## src/rtl/uer_pkg.sv

```systemverilog
package uer_pkg;

	localparam int MEDIAN_TAPS_DEF = 5;

	localparam int TIME_W = 32;
	localparam int SHORT_W = 16;
	localparam int DIST_W = 20;
	localparam int SAMPLE_W = 19;
	localparam int CFG_IDX_W = 3;
	localparam int CFG_DATA_W = 32;

	localparam logic [26:0] Q8_PER_US = 27'd1124;
	localparam logic signed [DIST_W-1:0] DIST_TIMEOUT = -20'sd256;

	localparam logic [CFG_IDX_W-1:0] REG_MIN_PULSE = 3'd0;
	localparam logic [CFG_IDX_W-1:0] REG_MAX_PULSE = 3'd1;
	localparam logic [CFG_IDX_W-1:0] REG_SAFETY_MARGIN = 3'd2;
	localparam logic [CFG_IDX_W-1:0] REG_SERVO_SETTLE = 3'd3;
	localparam logic [CFG_IDX_W-1:0] REG_PING_SPACING = 3'd4;

	localparam logic [SHORT_W-1:0] MIN_PULSE_RST = 16'd150;
	localparam logic [SHORT_W-1:0] MAX_PULSE_RST = 16'd30000;
	localparam logic [SHORT_W-1:0] SAFETY_MARGIN_RST = 16'd2000;
	localparam logic [TIME_W-1:0] SERVO_SETTLE_RST = 32'd200000;
	localparam logic [TIME_W-1:0] PING_SPACING_RST = 32'd60000;

	typedef enum logic [1:0] {
		ACT_START = 2'd0,
		ACT_EDGE  = 2'd1,
		ACT_POLL  = 2'd2,
		ACT_SERVO = 2'd3
	} action_t;

	// The not-ready code also serves as the clean echo mark.
	typedef enum logic [1:0] {
		ST_NOT_READY = 2'd0,
		ST_OK        = 2'd1,
		ST_TIMEOUT   = 2'd2,
		ST_TOO_CLOSE = 2'd3
	} status_t;

	typedef struct packed {
		logic [SHORT_W-1:0] min_pulse_us;
		logic [SHORT_W-1:0] max_pulse_us;
		logic [SHORT_W-1:0] safety_margin_us;
		logic [TIME_W-1:0]  servo_settle_us;
		logic [TIME_W-1:0]  ping_spacing_us;
	} cfg_t;

	typedef struct packed {
		action_t           action;
		logic [TIME_W-1:0] now_us;
		logic [1:0]        edge_events;
		logic              is_echo_pin;
	} evt_t;

	typedef struct packed {
		status_t                  status;
		logic signed [DIST_W-1:0] distance_q8;
		logic                     update_done;
		logic                     fire_trigger;
		logic                     servo_settled;
		logic                     ping_spacing_ok;
	} res_t;

endpackage

```

## src/rtl/uer_if.sv

```systemverilog
interface uer_evt_if;
	logic        valid;
	logic        ready;
	logic [1:0]  action;
	logic [31:0] now_us;
	logic [1:0]  edge_events;
	logic        is_echo_pin;

	modport source (output valid, action, now_us, edge_events, is_echo_pin, input ready);
	modport sink (input valid, action, now_us, edge_events, is_echo_pin, output ready);
endinterface

interface uer_res_if;
	logic               valid;
	logic               ready;
	logic [1:0]         status;
	logic signed [19:0] distance_q8;
	logic               update_done;
	logic               fire_trigger;
	logic               servo_settled;
	logic               ping_spacing_ok;

	modport source (output valid, status, distance_q8, update_done, fire_trigger,
		servo_settled, ping_spacing_ok, input ready);
	modport sink (input valid, status, distance_q8, update_done, fire_trigger,
		servo_settled, ping_spacing_ok, output ready);
endinterface

```

## src/rtl/uer_cfg_regs.sv

```systemverilog
module uer_cfg_regs (
	input  logic                           clk,
	input  logic                           arst_n,
	input  logic                           we,
	input  logic [uer_pkg::CFG_IDX_W-1:0]  index,
	input  logic [uer_pkg::CFG_DATA_W-1:0] wdata,
	output uer_pkg::cfg_t                  cfg
);
	import uer_pkg::*;

	cfg_t cfg_q;

	always_ff @(posedge clk or negedge arst_n) begin
		if (!arst_n) begin
			cfg_q.min_pulse_us <= MIN_PULSE_RST;
			cfg_q.max_pulse_us <= MAX_PULSE_RST;
			cfg_q.safety_margin_us <= SAFETY_MARGIN_RST;
			cfg_q.servo_settle_us <= SERVO_SETTLE_RST;
			cfg_q.ping_spacing_us <= PING_SPACING_RST;
		end else if (we) begin
			case (index)
				REG_MIN_PULSE: cfg_q.min_pulse_us <= wdata[SHORT_W-1:0];
				REG_MAX_PULSE: cfg_q.max_pulse_us <= wdata[SHORT_W-1:0];
				REG_SAFETY_MARGIN: cfg_q.safety_margin_us <= wdata[SHORT_W-1:0];
				REG_SERVO_SETTLE: cfg_q.servo_settle_us <= wdata[TIME_W-1:0];
				REG_PING_SPACING: cfg_q.ping_spacing_us <= wdata[TIME_W-1:0];
				default: ;
			endcase
		end
	end

	assign cfg = cfg_q;
endmodule

```

## src/rtl/uer_median.sv

```systemverilog
module uer_median #(
	parameter int MEDIAN_TAPS = uer_pkg::MEDIAN_TAPS_DEF
) (
	input  logic [uer_pkg::SAMPLE_W-1:0] samples [MEDIAN_TAPS],
	output logic [uer_pkg::SAMPLE_W-1:0] median
);
	import uer_pkg::*;

	localparam int RW = $clog2(MEDIAN_TAPS);
	localparam int MID = MEDIAN_TAPS / 2;

	logic [RW-1:0] rank [MEDIAN_TAPS];

	// Each sample's place in a stable sort; equal values rank by position.
	always_comb begin
		for (int i = 0; i < MEDIAN_TAPS; i++) begin
			rank[i] = '0;
			for (int j = 0; j < MEDIAN_TAPS; j++) begin
				if (j != i && ((samples[j] < samples[i]) ||
					(samples[j] == samples[i] && j < i))) begin
					rank[i] = rank[i] + RW'(1);
				end
			end
		end
	end

	always_comb begin
		median = '0;
		for (int i = 0; i < MEDIAN_TAPS; i++) begin
			if (rank[i] == RW'(MID)) begin
				median = samples[i];
			end
		end
	end
endmodule

```

## src/rtl/uer_core.sv

```systemverilog
module uer_core #(
	parameter int MEDIAN_TAPS = uer_pkg::MEDIAN_TAPS_DEF
) (
	input  logic          clk,
	input  logic          arst_n,
	input  logic          fire,
	input  uer_pkg::evt_t item,
	input  uer_pkg::cfg_t cfg,
	output uer_pkg::res_t result
);
	import uer_pkg::*;

	localparam int IDX_W = $clog2(MEDIAN_TAPS);

	logic [TIME_W-1:0]        rise_q, start_q, ping_q, servo_q;
	logic [SAMPLE_W-1:0]      dist_q;
	logic                     seen_q, measuring_q, full_q;
	status_t                  err_q, state_code_q;
	logic signed [DIST_W-1:0] last_dist_q;
	logic [SAMPLE_W-1:0]      ring_q [MEDIAN_TAPS];
	logic [IDX_W-1:0]         idx_q;

	logic [TIME_W-1:0]        rise_d, start_d, ping_d, servo_d;
	logic [SAMPLE_W-1:0]      dist_d;
	logic                     seen_d, measuring_d, full_d;
	status_t                  err_d, state_code_d;
	logic signed [DIST_W-1:0] last_dist_d;
	logic [IDX_W-1:0]         idx_d;
	logic                     ring_we;
	logic                     done;

	logic [SAMPLE_W-1:0]      ring_wr [MEDIAN_TAPS];
	logic [SAMPLE_W-1:0]      median;
	logic [TIME_W-1:0]        pulse;
	logic [26:0]              prod;
	logic [16:0]              limit;
	logic [TIME_W-1:0]        elapsed;

	always_comb begin
		for (int i = 0; i < MEDIAN_TAPS; i++) begin
			ring_wr[i] = (IDX_W'(i) == idx_q) ? dist_q : ring_q[i];
		end
	end

	uer_median #(.MEDIAN_TAPS(MEDIAN_TAPS)) u_median (
		.samples(ring_wr),
		.median (median)
	);

	assign limit = {1'b0, cfg.max_pulse_us} + {1'b0, cfg.safety_margin_us};
	assign elapsed = item.now_us - start_q;

	always_comb begin
		rise_d = rise_q;
		start_d = start_q;
		ping_d = ping_q;
		servo_d = servo_q;
		dist_d = dist_q;
		seen_d = seen_q;
		measuring_d = measuring_q;
		full_d = full_q;
		err_d = err_q;
		state_code_d = state_code_q;
		last_dist_d = last_dist_q;
		idx_d = idx_q;
		ring_we = 1'b0;
		done = 1'b0;
		pulse = '0;
		prod = '0;

		case (item.action)
			ACT_START: begin
				seen_d = 1'b0;
				err_d = ST_NOT_READY;
				start_d = item.now_us;
				ping_d = item.now_us;
				measuring_d = 1'b1;
				state_code_d = ST_NOT_READY;
			end
			ACT_EDGE: begin
				if (item.is_echo_pin) begin
					if (item.edge_events[0]) begin
						rise_d = item.now_us;
						seen_d = 1'b0;
						err_d = ST_NOT_READY;
					end
					if (item.edge_events[1]) begin
						seen_d = 1'b1;
						if (item.now_us <= rise_d) begin
							err_d = ST_TOO_CLOSE;
						end else begin
							pulse = item.now_us - rise_d;
							prod = pulse[26:0] * Q8_PER_US;
							dist_d = prod[26:8];
							if (pulse < {16'd0, cfg.min_pulse_us}) begin
								err_d = ST_TOO_CLOSE;
							end else if (pulse > {16'd0, cfg.max_pulse_us}) begin
								err_d = ST_TIMEOUT;
							end else begin
								err_d = ST_NOT_READY;
							end
						end
					end
				end
			end
			ACT_POLL: begin
				done = 1'b1;
				if (measuring_q) begin
					if (seen_q) begin
						measuring_d = 1'b0;
						case (err_q)
							ST_NOT_READY: begin
								ring_we = 1'b1;
								if (idx_q == IDX_W'(MEDIAN_TAPS - 1)) begin
									idx_d = '0;
									full_d = 1'b1;
								end else begin
									idx_d = idx_q + IDX_W'(1);
								end
								last_dist_d = $signed({1'b0, full_d ? median : dist_q});
								state_code_d = ST_OK;
							end
							ST_TIMEOUT: begin
								state_code_d = ST_TIMEOUT;
								last_dist_d = DIST_TIMEOUT;
							end
							default: begin
								state_code_d = ST_TOO_CLOSE;
								last_dist_d = '0;
							end
						endcase
					end else if (elapsed > {15'd0, limit}) begin
						measuring_d = 1'b0;
						state_code_d = ST_TIMEOUT;
						last_dist_d = DIST_TIMEOUT;
					end else begin
						done = 1'b0;
					end
				end
			end
			default: begin
				servo_d = item.now_us;
			end
		endcase

		result.status = state_code_d;
		result.distance_q8 = last_dist_d;
		result.update_done = done;
		result.fire_trigger = (item.action == ACT_START);
		result.servo_settled = (item.now_us - servo_d) >= cfg.servo_settle_us;
		result.ping_spacing_ok = (item.now_us - ping_d) >= cfg.ping_spacing_us;
	end

	always_ff @(posedge clk or negedge arst_n) begin
		if (!arst_n) begin
			rise_q <= '0;
			start_q <= '0;
			ping_q <= '0;
			servo_q <= '0;
			dist_q <= '0;
			seen_q <= 1'b0;
			measuring_q <= 1'b0;
			full_q <= 1'b0;
			err_q <= ST_NOT_READY;
			state_code_q <= ST_NOT_READY;
			last_dist_q <= DIST_TIMEOUT;
			idx_q <= '0;
			for (int i = 0; i < MEDIAN_TAPS; i++) begin
				ring_q[i] <= '0;
			end
		end else if (fire) begin
			rise_q <= rise_d;
			start_q <= start_d;
			ping_q <= ping_d;
			servo_q <= servo_d;
			dist_q <= dist_d;
			seen_q <= seen_d;
			measuring_q <= measuring_d;
			full_q <= full_d;
			err_q <= err_d;
			state_code_q <= state_code_d;
			last_dist_q <= last_dist_d;
			idx_q <= idx_d;
			if (ring_we) begin
				ring_q <= ring_wr;
			end
		end
	end
endmodule

```

## src/rtl/ultrasonic_echo_ranger_median.sv

```systemverilog
// Ultrasonic echo ranger with a median filter. Each request is one timestamped event
// (start, echo edge, poll, servo move) and yields exactly one result. A request is
// registered on acceptance, then handled by the state update logic, and its result
// sits in an output register; requests are taken one per cycle while the output side
// is free to accept a result. The distance in 1/256 cm is worked out when the falling
// edge arrives and enters a ring of MEDIAN_TAPS samples on the poll; once the ring has
// filled, the median of the ring is reported. The user is to write configuration
// registers through the plain write port only while no request is in flight; the
// block itself does not enforce this.
module ultrasonic_echo_ranger_median #(
	parameter int MEDIAN_TAPS = uer_pkg::MEDIAN_TAPS_DEF
) (
	input  logic                           clk,
	input  logic                           arst_n,
	uer_evt_if.sink                        evt,
	uer_res_if.source                      res,
	input  logic                           cfg_we,
	input  logic [uer_pkg::CFG_IDX_W-1:0]  cfg_index,
	input  logic [uer_pkg::CFG_DATA_W-1:0] cfg_wdata
);
	import uer_pkg::*;

	cfg_t cfg;
	evt_t item_s1;
	logic s1_valid;
	logic s1_fire;
	res_t core_res;
	res_t res_q;
	logic res_valid_q;

	uer_cfg_regs u_cfg (
		.clk   (clk),
		.arst_n(arst_n),
		.we    (cfg_we),
		.index (cfg_index),
		.wdata (cfg_wdata),
		.cfg   (cfg)
	);

	assign s1_fire = s1_valid && (!res_valid_q || res.ready);
	assign evt.ready = !s1_valid || s1_fire;

	always_ff @(posedge clk or negedge arst_n) begin
		if (!arst_n) begin
			s1_valid <= 1'b0;
			res_valid_q <= 1'b0;
		end else begin
			if (evt.ready) begin
				s1_valid <= evt.valid;
			end
			if (s1_fire) begin
				res_valid_q <= 1'b1;
			end else if (res.ready) begin
				res_valid_q <= 1'b0;
			end
		end
	end

	always_ff @(posedge clk) begin
		if (evt.valid && evt.ready) begin
			item_s1.action <= action_t'(evt.action);
			item_s1.now_us <= evt.now_us;
			item_s1.edge_events <= evt.edge_events;
			item_s1.is_echo_pin <= evt.is_echo_pin;
		end
		if (s1_fire) begin
			res_q <= core_res;
		end
	end

	uer_core #(.MEDIAN_TAPS(MEDIAN_TAPS)) u_core (
		.clk   (clk),
		.arst_n(arst_n),
		.fire  (s1_fire),
		.item  (item_s1),
		.cfg   (cfg),
		.result(core_res)
	);

	assign res.valid = res_valid_q;
	assign res.status = res_q.status;
	assign res.distance_q8 = res_q.distance_q8;
	assign res.update_done = res_q.update_done;
	assign res.fire_trigger = res_q.fire_trigger;
	assign res.servo_settled = res_q.servo_settled;
	assign res.ping_spacing_ok = res_q.ping_spacing_ok;
endmodule

```

## src/flat_wrapper.sv

```systemverilog
// flat-port wrapper written by rule: the top's interface ports become plain ports
module ultrasonic_echo_ranger_median_flat import uer_pkg::*;
#(
	parameter int MEDIAN_TAPS = uer_pkg::MEDIAN_TAPS_DEF
)
  (clk, arst_n, cfg_we, cfg_index, cfg_wdata, evt_valid, evt_action, evt_now_us, evt_edge_events, evt_is_echo_pin, evt_ready, res_valid, res_status, res_distance_q8, res_update_done, res_fire_trigger, res_servo_settled, res_ping_spacing_ok, res_ready);
  uer_evt_if evt_i ();
  uer_res_if res_i ();
  input  logic clk;
  input  logic arst_n;
  input  logic cfg_we;
  input  logic [uer_pkg::CFG_IDX_W-1:0] cfg_index;
  input  logic [uer_pkg::CFG_DATA_W-1:0] cfg_wdata;
  input wire logic [$bits(evt_i.valid)-1:0] evt_valid;
  input wire logic [$bits(evt_i.action)-1:0] evt_action;
  input wire logic [$bits(evt_i.now_us)-1:0] evt_now_us;
  input wire logic [$bits(evt_i.edge_events)-1:0] evt_edge_events;
  input wire logic [$bits(evt_i.is_echo_pin)-1:0] evt_is_echo_pin;
  output wire logic [$bits(evt_i.ready)-1:0] evt_ready;
  output wire logic [$bits(res_i.valid)-1:0] res_valid;
  output wire logic [$bits(res_i.status)-1:0] res_status;
  output wire logic [$bits(res_i.distance_q8)-1:0] res_distance_q8;
  output wire logic [$bits(res_i.update_done)-1:0] res_update_done;
  output wire logic [$bits(res_i.fire_trigger)-1:0] res_fire_trigger;
  output wire logic [$bits(res_i.servo_settled)-1:0] res_servo_settled;
  output wire logic [$bits(res_i.ping_spacing_ok)-1:0] res_ping_spacing_ok;
  input wire logic [$bits(res_i.ready)-1:0] res_ready;
  assign evt_i.valid = evt_valid;
  assign evt_i.action = evt_action;
  assign evt_i.now_us = evt_now_us;
  assign evt_i.edge_events = evt_edge_events;
  assign evt_i.is_echo_pin = evt_is_echo_pin;
  assign evt_ready = evt_i.ready;
  assign res_valid = res_i.valid;
  assign res_status = res_i.status;
  assign res_distance_q8 = res_i.distance_q8;
  assign res_update_done = res_i.update_done;
  assign res_fire_trigger = res_i.fire_trigger;
  assign res_servo_settled = res_i.servo_settled;
  assign res_ping_spacing_ok = res_i.ping_spacing_ok;
  assign res_i.ready = res_ready;
  ultrasonic_echo_ranger_median #(.MEDIAN_TAPS(MEDIAN_TAPS)) u_core (.clk(clk), .arst_n(arst_n), .evt(evt_i), .res(res_i), .cfg_we(cfg_we), .cfg_index(cfg_index), .cfg_wdata(cfg_wdata));
endmodule
```

## config.mk

```make
export PLATFORM = sky130hd
export DESIGN_NAME = ultrasonic_echo_ranger_median_flat
export DESIGN_NICKNAME = d
export VERILOG_FILES = /design/src/rtl/uer_pkg.sv /design/src/rtl/uer_if.sv /design/src/rtl/uer_cfg_regs.sv /design/src/rtl/uer_median.sv /design/src/rtl/uer_core.sv /design/src/rtl/ultrasonic_echo_ranger_median.sv /design/src/flat_wrapper.sv
export SDC_FILE = /design/constraint.sdc
export NUM_CORES = 2
export LEC_CHECK = 0
export BUFFER_PORTS_ARGS = -buffer_cell sky130_fd_sc_hd__buf_2
export CORE_MARGIN = 4
export CORE_UTILIZATION = 30
export DETAILED_ROUTE_END_ITERATION = 8
export SLEW_MARGIN = 20
export SYNTH_ARGS = -nofsm -noshare
export SYNTH_HDL_FRONTEND = slang
export SYNTH_SLANG_ARGS = --single-unit
```

## constraint.sdc

```tcl
create_clock -name clk -period 12.3 [get_ports clk]
set_input_delay 0 -clock clk [delete_from_list [all_inputs] [get_ports clk]]
set_output_delay 0 -clock clk [all_outputs]
set_load 0.05 [all_outputs]
```

==> flow_metrics.env <==
export IMPL_status="completed"
export IMPL_synth_warnings=0
export IMPL_rrSetupSlack_ns=4.08
export IMPL_drcViolationCount=0
export IMPL_synthMuxAreaShare_pct=8.08
export IMPL_first_global_vias=30025
export IMPL_worst_hold_slack_ns=0.00639
export IMPL_ant_nets=0
export IMPL_async_reset_ff_share_pct=86.0
export IMPL_power_density_nw_per_um2=293
export IMPL_numPortBuffers=104
export IMPL_crit_buf_inv=4
export IMPL_syn_to_final_growth_pct=14.5
export IMPL_cts_tree="yes"
export IMPL_netlist_area_um2=36800
export IMPL_cts_buffer_depth=3
export IMPL_wl_per_cell_um=18.9
export IMPL_die_w_um=358
export IMPL_worst_slew_pin_slew_ns=1.21
export IMPL_cts_htree_levels=2
export IMPL_synthesis_nets=4644
export IMPL_synthAdderAreaFrac_pct=20.3
export IMPL_cpLargestDelayFamily="compound AO/OA/AOI/OAI gates"
export IMPL_cp_slowest_cell="and2_1"
export IMPL_yosysMostFrequentCell="ha_1"
export IMPL_drv_cap=0
export IMPL_die_h_um=358
export IMPL_cts_setup_buffers=0
export IMPL_grt_max_degree=151
export IMPL_power_mw=12.3
export IMPL_insertion_delay_ns=0.65
export IMPL_hp_class="in -> async"
export IMPL_slew_violations=0
export IMPL_dp_hpwl_um=82900
export IMPL_path_cells="inv_1 > ha_1 > or2b_2 > mux2i_1 > inv_1 > ha_1 > nand3_1 > a2111oi_0 > a21oi_1 > a211oi_2 > inv_1 > ha_1 > xor2_1 > ha_1 > nor3b_1 > mux4_2 > inv_1 > and2_1 > o221a_2 > nor2b_1 > a221o_1"
export IMPL_initial_utilization_pct=30.2
export IMPL_drt_initial_drc_count=1958
export IMPL_drive_above_1_share_pct=10.5
export IMPL_wl_um=110000
export IMPL_dr_pass1_iters=5
export IMPL_netlist_instances=3995
export IMPL_ff2ff_path_depth=21
export IMPL_synth_simple_gate_area_share_pct=12.9
export IMPL_pre_cts_slack_ns=4.25
export IMPL_core_um2=122000
export IMPL_timing_final_crit_share_pct=66.8
export IMPL_synth_commonest_cells="ha_1 (533), nand2_1 (418), inv_1 (363)"
export IMPL_synth_xor_area_share_pct=3.55
export IMPL_num_rows=128
export IMPL_p_leak_nw=20.1
export IMPL_grt_overflow_total=0
export IMPL_setup_viol=0
export IMPL_cts_sinks=449
export IMPL_slew_headroom_pct=19.4
export IMPL_synth_flop_cell="dfrtp_1"
export IMPL_synth_top_area_share_pct=23.4
export IMPL_crit_fanout=32
export IMPL_slowest_delay_ns=0.95
export IMPL_synth_edf_count=63
export IMPL_criticalPathCategory="reg -> reg"
export IMPL_synth_compound_area_share_pct=18.4
export IMPL_clock_fmax_ghz=0.122
export IMPL_totalNegativeSetupSlack_ns=0
export IMPL_worst_setup_path_start_kind="flip-flop"
export IMPL_critical_path_required_ns=12.68
export IMPL_gp_congestion=0.953
export IMPL_cts_root_buf="clkbuf_16"
export IMPL_synth_cell_type_count=100
export IMPL_cts_resized_gates=0
export IMPL_finClkSkew_ns=0.0354
export IMPL_pin_count=105
export IMPL_grt_usage_pct=17.0
export IMPL_ir_worst_vdd_mv=0.340
export IMPL_synth_area_leaders="dfrtp_1 (23%), ha_1 (18%), edfxtp_1 (5.1%)"
export IMPL_clkSlewWorstSetupHoldPaths_ns=0.06
export IMPL_worstSetupEndpointType="flip-flop"
export IMPL_postSynthAreaPerCell_um2=9.20
export IMPL_grt_pass1_wl_um=173000
export IMPL_ys_ff_latch=449
export IMPL_grt_antenna_before_repair=0
export IMPL_cp_startpoint="u_core.u_core.idx_q[0]"
export IMPL_rr_endpoint="u_core.res.distance_q8[5]"
export IMPL_final_nets=4806
export IMPL_synth_top_family_by_area="adder cells"
export IMPL_rsz0062_at_grt="no"
export IMPL_yosysTopAreaCell="dfrtp_1"
export IMPL_fin_crit_ns=8.22
export IMPL_fp_dieArea_um2=128000
export IMPL_cts_buffers=54
export IMPL_finalHoldViolations=0
export IMPL_via_count=30334
export IMPL_regToRegStartpoint="u_core.u_core.idx_q[0]"
export IMPL_critical_path_arrival_ns=8.60
export IMPL_fillCellCount=12449
export IMPL_layout_setup_ws_ns=4.08
export IMPL_viasPerCell=5.20
export IMPL_seq_area_frac_synth_pct=31.6
-- cell usage in the layout (no fill, tap or decap), drive strengths merged, types with 71 or more instances in the layout --
| master | count |
|---|---|
| a21oi | 266 |
| ha | 533 |
| o21ai | 341 |
| nand2 | 420 |
| buf | 151 |
| mux2i | 181 |
| clkbuf | 71 |
| dfrtp | 344 |
| mux2 | 96 |
| a21o | 93 |
| xnor2 | 102 |
| nor2 | 156 |
| dlygate4sd3 | 82 |
| inv | 370 |
-- flip-flops by register name, indices dropped and copies added (netlist names), 2 cells and up --
name,cells
u_core.u_core.last_dist_q,20
u_core.u_core.err_q,2
u_core.u_core.state_code_q,2
u_core.res.distance_q8,20
u_core.u_core.start_q,32
u_core.u_core.idx_q,3
u_core.u_core.dist_q,19
u_core.u_core.servo_q,32
u_core.item_s1,37
u_core.u_cfg.cfg,112
u_core.u_core.ping_q,32
u_core.res.status,2
u_core.u_core.ring_q,95
u_core.u_core.rise_q,32
-- repair_timing --
action                     CTS  global route
hold buffers                82             0
setup endpoints to repair    0             0
hold endpoints to repair   250             0
-- cell type report --
type | instances | area [µm²] | share of cell area, %
inverter | 366 | 1370 | 3.26
antenna | 1 | 2.50 | 0.00594
multi-input combinational | 3052 | 23300 | 55.5
tap | 1625 | 2030 | 4.83
clock inverter | 32 | 474 | 1.13
clock buffer | 70 | 1520 | 3.62
sequential | 449 | 11600 | 27.6
timing repair buffer | 234 | 1740 | 4.14
-- cell families after synthesis --
kind of cell,Yosys count
AOI/OAI and AO/OA,1058
xor gates and xnor gates,149
adders and majority gates,574
buffers and inverters,494
DFF,449
muxes,278
and+or+nand+nor,993
-- metal layers --
layer  wire, µm  GRT usage [%]
met4       3480           5.05
met1      49700           22.4
met2      51600           28.7
met5          0              0
met3       5590           2.54
-- how the worst max path moves through the flow --
stage	to	slack, ns	cells after the start
finish	u_core.res.distance_q8[5]	4.08	21
global route	u_core.res.distance_q8[18]	3.74	21
CTS	u_core.res.distance_q8[15]	4.24	21
detailed placement	u_core.res.distance_q8[18]	4.25	21
global placement	u_core.res.distance_q8[5]	4.39	21
floorplan	u_core.u_core.dist_q[18]	5.47	29
-- power by group --
group	internal [mW]	leakage [nW]	switching [mW]
logic	3.49	13.8	4.96
registers	1.83	5.38	0.252
clock network	1.09	0.973	0.716
-- through the flow --
step	std cells	util, %	cell area [µm²]
2_1_floorplan	3995	-	36800
3_3_place_gp	5643	32.3	39300
3_5_place_dp	5643	32.3	39300
4_1_cts	5827	34.6	42100
5_1_grt	5828	34.6	42100
6_report	5829	34.6	42100
(Power assumes the default switching activity.)
